--- src/hdl/dsha_pkg.sv ---
`timescale 1ns / 1ps

package dsha_pkg;

  localparam int unsigned WordW    = 32;
  localparam int unsigned NumWords = 8;
  localparam int unsigned WinWords = 16;
  localparam int unsigned NumRounds = 64;
  localparam int unsigned CfgW     = 64;
  localparam int unsigned CfgIdxW  = 3;
  localparam int unsigned OutW     = WordW * (NumWords + 1);

  localparam logic [WordW-1:0] PadWord  = 32'h8000_0000;
  localparam logic [WordW-1:0] LenHdr   = 32'd640;
  localparam logic [WordW-1:0] LenDigest = 32'd256;

  typedef logic [NumWords-1:0][WordW-1:0] state_t;
  typedef logic [WinWords-1:0][WordW-1:0] sched_t;

  localparam state_t InitValue = {
    32'h5be0cd19, 32'h1f83d9ab, 32'h9b05688c, 32'h510e527f,
    32'ha54ff53a, 32'h3c6ef372, 32'hbb67ae85, 32'h6a09e667
  };

  typedef enum logic [CfgIdxW-1:0] {
    CFG_MID_0_1  = 3'd0,
    CFG_MID_2_3  = 3'd1,
    CFG_MID_4_5  = 3'd2,
    CFG_MID_6_7  = 3'd3,
    CFG_TAIL_0_1 = 3'd4,
    CFG_TAIL_2   = 3'd5
  } cfg_idx_e;

  // Payload of one pipeline stage: the nonce, the running state and the 16-word schedule
  // window, whose word 0 is the message word of the current round.
  typedef struct packed {
    logic [WordW-1:0] nonce;
    state_t           state;
    sched_t           win;
  } data_t;

  typedef struct packed {
    logic  valid;
    data_t data;
  } stage_t;

  function automatic logic [WordW-1:0] rotr(input logic [WordW-1:0] x, input int unsigned n);
    rotr = (x >> n) | (x << (WordW - n));
  endfunction

  function automatic logic [WordW-1:0] big_sigma0(input logic [WordW-1:0] x);
    big_sigma0 = rotr(x, 2) ^ rotr(x, 13) ^ rotr(x, 22);
  endfunction

  function automatic logic [WordW-1:0] big_sigma1(input logic [WordW-1:0] x);
    big_sigma1 = rotr(x, 6) ^ rotr(x, 11) ^ rotr(x, 25);
  endfunction

  function automatic logic [WordW-1:0] small_sigma0(input logic [WordW-1:0] x);
    small_sigma0 = rotr(x, 7) ^ rotr(x, 18) ^ (x >> 3);
  endfunction

  function automatic logic [WordW-1:0] small_sigma1(input logic [WordW-1:0] x);
    small_sigma1 = rotr(x, 17) ^ rotr(x, 19) ^ (x >> 10);
  endfunction

  function automatic logic [WordW-1:0] byte_swap(input logic [WordW-1:0] x);
    byte_swap = {x[7:0], x[15:8], x[23:16], x[31:24]};
  endfunction

  function automatic logic [WordW-1:0] round_k(input logic [5:0] t);
    case (t)
      6'd0:  round_k = 32'h428a2f98;  6'd1:  round_k = 32'h71374491;
      6'd2:  round_k = 32'hb5c0fbcf;  6'd3:  round_k = 32'he9b5dba5;
      6'd4:  round_k = 32'h3956c25b;  6'd5:  round_k = 32'h59f111f1;
      6'd6:  round_k = 32'h923f82a4;  6'd7:  round_k = 32'hab1c5ed5;
      6'd8:  round_k = 32'hd807aa98;  6'd9:  round_k = 32'h12835b01;
      6'd10: round_k = 32'h243185be;  6'd11: round_k = 32'h550c7dc3;
      6'd12: round_k = 32'h72be5d74;  6'd13: round_k = 32'h80deb1fe;
      6'd14: round_k = 32'h9bdc06a7;  6'd15: round_k = 32'hc19bf174;
      6'd16: round_k = 32'he49b69c1;  6'd17: round_k = 32'hefbe4786;
      6'd18: round_k = 32'h0fc19dc6;  6'd19: round_k = 32'h240ca1cc;
      6'd20: round_k = 32'h2de92c6f;  6'd21: round_k = 32'h4a7484aa;
      6'd22: round_k = 32'h5cb0a9dc;  6'd23: round_k = 32'h76f988da;
      6'd24: round_k = 32'h983e5152;  6'd25: round_k = 32'ha831c66d;
      6'd26: round_k = 32'hb00327c8;  6'd27: round_k = 32'hbf597fc7;
      6'd28: round_k = 32'hc6e00bf3;  6'd29: round_k = 32'hd5a79147;
      6'd30: round_k = 32'h06ca6351;  6'd31: round_k = 32'h14292967;
      6'd32: round_k = 32'h27b70a85;  6'd33: round_k = 32'h2e1b2138;
      6'd34: round_k = 32'h4d2c6dfc;  6'd35: round_k = 32'h53380d13;
      6'd36: round_k = 32'h650a7354;  6'd37: round_k = 32'h766a0abb;
      6'd38: round_k = 32'h81c2c92e;  6'd39: round_k = 32'h92722c85;
      6'd40: round_k = 32'ha2bfe8a1;  6'd41: round_k = 32'ha81a664b;
      6'd42: round_k = 32'hc24b8b70;  6'd43: round_k = 32'hc76c51a3;
      6'd44: round_k = 32'hd192e819;  6'd45: round_k = 32'hd6990624;
      6'd46: round_k = 32'hf40e3585;  6'd47: round_k = 32'h106aa070;
      6'd48: round_k = 32'h19a4c116;  6'd49: round_k = 32'h1e376c08;
      6'd50: round_k = 32'h2748774c;  6'd51: round_k = 32'h34b0bcb5;
      6'd52: round_k = 32'h391c0cb3;  6'd53: round_k = 32'h4ed8aa4a;
      6'd54: round_k = 32'h5b9cca4f;  6'd55: round_k = 32'h682e6ff3;
      6'd56: round_k = 32'h748f82ee;  6'd57: round_k = 32'h78a5636f;
      6'd58: round_k = 32'h84c87814;  6'd59: round_k = 32'h8cc70208;
      6'd60: round_k = 32'h90befffa;  6'd61: round_k = 32'ha4506ceb;
      6'd62: round_k = 32'hbef9a3f7;  6'd63: round_k = 32'hc67178f2;
      default: round_k = '0;
    endcase
  endfunction

endpackage

--- src/hdl/dsha_join.sv ---
`timescale 1ns / 1ps

module dsha_join (
  input  logic             clk_i,
  input  logic             rst_ni,
  input  logic             en_i,
  input  dsha_pkg::state_t midstate_i,
  input  dsha_pkg::stage_t stage_i,
  output dsha_pkg::stage_t stage_o
);

  logic            valid_q;
  dsha_pkg::data_t data_q, data_d;

  // Finish the first hash and lay out the padded digest block for the second.
  always_comb begin
    data_d.nonce = stage_i.data.nonce;
    data_d.state = dsha_pkg::InitValue;
    data_d.win   = '0;
    for (int i = 0; i < dsha_pkg::NumWords; i++) begin
      data_d.win[i] = stage_i.data.state[i] + midstate_i[i];
    end
    data_d.win[dsha_pkg::NumWords]   = dsha_pkg::PadWord;
    data_d.win[dsha_pkg::WinWords-1] = dsha_pkg::LenDigest;
  end

  always_ff @(posedge clk_i or negedge rst_ni) begin
    if (!rst_ni) begin
      valid_q <= 1'b0;
    end else if (en_i) begin
      valid_q <= stage_i.valid;
    end
  end

  always_ff @(posedge clk_i) begin
    if (en_i) begin
      data_q <= data_d;
    end
  end

  assign stage_o.valid = valid_q;
  assign stage_o.data  = data_q;

endmodule

--- config.mk ---
export PLATFORM = sky130hd
export DESIGN_NAME = dsha_join
export DESIGN_NICKNAME = d
export VERILOG_FILES = /design/src/hdl/dsha_pkg.sv /design/src/hdl/dsha_join.sv
export SDC_FILE = /design/constraint.sdc
export NUM_CORES = 1
export LEC_CHECK = 0
export BUFFER_PORTS_ARGS = -buffer_cell sky130_fd_sc_hd__buf_4
export CORE_AREA = 2 2 726 728
export CTS_CLUSTER_DIAMETER = 100
export CTS_CLUSTER_SIZE = 12
export DETAILED_ROUTE_END_ITERATION = 10
export DIE_AREA = 0 0 728 730
export GPL_TIMING_DRIVEN = 1
export SLEW_MARGIN = 20
export SYNTH_ARGS = -nofsm -noshare
export SYNTH_HDL_FRONTEND = slang
export SYNTH_SLANG_ARGS = --single-unit
--- constraint.sdc ---
create_clock -name clk_i -period 1.9 [get_ports clk_i]
set_clock_uncertainty 0.05 [all_clocks]
set_input_delay 0.38 -clock clk_i [delete_from_list [all_inputs] [get_ports clk_i]]
set_output_delay 0.38 -clock clk_i [all_outputs]
set_load 0.03 [all_outputs]
### After elaboration in Yosys (flattened, before gate mapping)

Index checks and enable logic that the tools add are counted.

* $add $sub $neg: 8

Operators with widths (number)
* $add 32x32->32: 8

* register bits after elaboration: 289
* bits of input ports: 1060
* logic and storage cells: 18

### Longest topological paths before layout

* depth after elaboration: 1
* depth in mapped cells: 11

### Least setup slack after synthesis

Ideal clock, no wire load.

* path kind: input to register
* start point: input port midstate_i[224] in the netlist's numbering
* end point: register data_q (netlist bit stage_o[254]), data pin
* setup time: 266 ps
* arrival: 2945 ps
* slack: -1361 ps
* cell stages on the path: 11
* buffers on the path: 0
* cells stage by stage: ha_1 > fa_1 > a21oi_1 > o21ai_0 > a2111oi_0 > o311ai_1 > a21oi_2 > o41ai_2 > a221oi_1 > mux2i_1 > o211ai_1

RTL lines
* from (decl): line dsha_join.sv:7 `input dsha_pkg::state_t midstate_i,`
* to (signal assigned): line dsha_join.sv:37 `data_q <= data_d;`
* to (decl): line dsha_join.sv:13 `dsha_pkg::data_t data_q, data_d;`

==> metrics.yaml <==
timing.slew.headroom_pct: 25.2
path_clk_slew_ns: 0.06
ctsLongestPathBuffers: 3
htree_levels: 2
layout-drive-gt1-share_pct: 50.4
async_flop_share_pct: 0.346
clk_latency_ns: 0.67
synth_seq_area_share_pct: 34.9
dr.pass1.iters: 7
peakVddDrop_uv: 558
worstSetupStartpointType: "input port"
route.met2.wl_microns: 100000
drt-total-wl_microns: 226000
initial_utilization_pct: 4.75
yosysMostFrequentCell: "buf_4"
max_slew.worst_pin.slew_ns: 1.12
violations: "setup timing"
cp_slowest_cell: "a311o_2"
cap_violations: 0
tns_ns: -47.75
std_cell_rows: 266
hold_path.class: "input port to flop"
vias: 24900
wl_per_cell_microns: 20.1
num-fill-cells: 60400
numCtsBuffers: 38
drv_slew: 0
rr_worst_depth: 1
m1WireLength_microns: 82300
fp.dieH_microns: 730
rr_startpoint: "valid_q$_DFFE_PN0P_"
min_period_over_period_pct: 144
worstPathCellList: "buf_6, ha_4, fa_2, a21oi_4, o21ai_2, a31oi_4, buf_12, o21ai_4, a311o_2, a31o_4, a311o_1, a21oi_2, xnor2_1"
dpl.hpwl_microns: 207000
worstSetupEndpointType: "flop"
core-area_sq_um: 524000
max_freq_mhz: 365
synth_commonest_cells: "buf_4, edfxtp_1, ha_1"
synth_cells: 2513
synth_area_sq_um: 24900
grt_pass1_wl_microns: 269000
crit_path_max_fanout: 4
cts.sinks: 289
hold_viol: 0
hold_depth: 4
antenna_found_initial: 118
topRoutingLayerUsed: "met5"
leakagePower_nw: 20.5
p_per_area_nw_per_um2: 702
max_stage_delay_ns: 0.42
setup_viol: 148
crit_type: "input port to flop"
syn_avg_cell_area_sq_um: 9.89
setup_slack_ns: -0.839
grt_pass1_vias: 24300
whs_ns: 0.115
num-nets-final: 5535
arrival_ns: 3.12
total_power_mw: 35.6
hp-start: "stage_i[766]"
cts_tree: "yes"
die_x_microns: 728
grt_max_degree: 37
met3WireLength_microns: 35300
syn_to_final_growth_pct: 104
drc_errors: 0
synth-main-ff-cell: "edfxtp_1"
status: "finished with violations"
synthDominantCellAreaShare_pct: 34.8
synth_cell_type_count: 79
synth_edf_count: 288
rsz0062_at_grt: "true"
period_minus_slack_ns: 2.74
initialDrtViolationCount: 1105
synth_largest_area_cell: "edfxtp_1"
die-area_sq_um: 531000
clockRootBuffer: "clkbuf_16"
crit_required_ns: 2.28
worstSetupStartpoint: "stage_i[704]"
vias_per_cell: 2.22
synth_area_leaders: "edfxtp_1, buf_4, ha_1"
place.gp.congestion: 0.831
ys.warnings.count: 0
grt-ovfl-total: 0
io-pin-count: 1861
ant_nets: 0
gr-usage-all-layers_pct: 8.09
numPortBuffers: 836
ys_seq_elements: 289
-- report_power, final --
group / switching (mW) / internal [mW] / total, mW
registers: 0.427 / 8.34 / 8.77
clock network: 3.58 / 4.35 / 7.92
logic: 11.7 / 7.20 / 18.9
total: 15.8 / 19.9 / 35.6
-- cells in the final DEF (no fill, tap or decap), types with 15 or more instances in the layout --
| cell type | netlist | routed |
|---|---|---|
| xnor2_1 | 144 | 104 |
| a21oi_2 | 2 | 55 |
| o21ai_1 | 3 | 18 |
| buf_4 | 513 | 1421 |
| buf_6 | 0 | 157 |
| o21ai_2 | 2 | 31 |
| and3_1 | 21 | 16 |
| nand2_1 | 118 | 108 |
| ha_4 | 0 | 74 |
| nor2_1 | 96 | 87 |
| edfxtp_1 | 288 | 288 |
| xnor2_2 | 0 | 26 |
| buf_12 | 0 | 36 |
| inv_1 | 59 | 57 |
| diode_2 | 0 | 23 |
| o21bai_1 | 36 | 31 |
| nor2b_1 | 20 | 18 |
| buf_8 | 0 | 43 |
| o21ai_4 | 0 | 15 |
| nand4_1 | 27 | 27 |
| clkbuf_16 | 0 | 39 |
| a21o_1 | 152 | 152 |
| a21oi_4 | 0 | 21 |
| nand3_1 | 33 | 27 |
| nand2b_1 | 23 | 21 |
| o21ai_0 | 117 | 58 |
| a21oi_1 | 225 | 151 |
| xor2_1 | 90 | 67 |
| dlygate4sd3_1 | 0 | 53 |
| ha_1 | 248 | 169 |
| conb_1 | 2 | 512 |
| o21a_1 | 23 | 23 |
-- what timing repair did --
action | CTS | global route
cloned | 0 | 0
buffers inserted | 82 | 58
pin swaps | 202 | 195
endpoints found under the hold margin | 53 | 0
hold buffers | 53 | 0
setup endpoints to repair | 209 | 166
resized for setup | 411 | 204
-- layer usage --
layer  GRT usage, %  up-vias
met1           8.47    11700
li1               -    11600
met2           12.9     1232
met3           5.81      322
met4           2.11       86
met5              0        -
-- path summary, 6_finish.rpt --
kind                                          end  slack [ns]
hold reg to reg               valid_q$_DFFE_PN0P_        0.47
min in group asynchronous     valid_q$_DFFE_PN0P_        0.24
setup / recovery           stage_o[216]$_DFFE_PP_       -0.84
setup reg to reg              valid_q$_DFFE_PN0P_        1.10
hold / removal             stage_o[255]$_DFFE_PP_        0.12
max in group asynchronous     valid_q$_DFFE_PN0P_        1.48
-- critical path, delay by kind of cell --
kind,cells,cell delay (ns)
adders and majority gates,2,0.60
buffers and inverters,2,0.28
xor gates and xnor gates,1,0.08
AOI/OAI and AO/OA,8,1.72
-- state kept, by name, indices dropped and copies added (netlist names) --
| signal | cells |
|---|---|
| valid_q | 1 |
| stage_o | 288 |
-- logic make-up after synthesis --
logic type,count (synthesis),synth area share (%)
AOI/OAI and AO/OA,721,18.9
xor gates and xnor gates,234,8.25
adders and majority gates,256,13.1
buffers and inverters,613,17.0
DFF,289,34.9
muxes,3,0.131
other,2,0.0302
and+or+nand+nor,395,7.69
-- stage by stage --
| step | utilization (%) | setup WS [ns] | cell area (sq um) | cells |
|---|---|---|---|---|
| detailed placement | 8.62 | -1.86 | 45100 | 11000 |
| CTS | 9.48 | -0.860 | 49600 | 11200 |
| floorplan | - | -1.02 | 28200 | 3023 |
| global route | 9.69 | -0.936 | 50700 | 11200 |
| finish | 9.69 | -0.839 | 50700 | 11200 |
| global placement | 8.62 | -1.85 | 45100 | 11000 |
-- final cells by class --
type | count | area (sq um) | share of cell area [%]
multi-input cells | 2121 | 17500 | 34.4
repair buffers | 1710 | 14300 | 28.2
well taps | 6968 | 8720 | 17.2
flip-flops and latches | 289 | 8670 | 17.1
clock buffers | 44 | 995 | 1.96
clock inverters | 22 | 273 | 0.538
inverters | 59 | 221 | 0.436
diodes | 23 | 57.6 | 0.113
No activity file was read; power rests on OpenSTA's default activity.
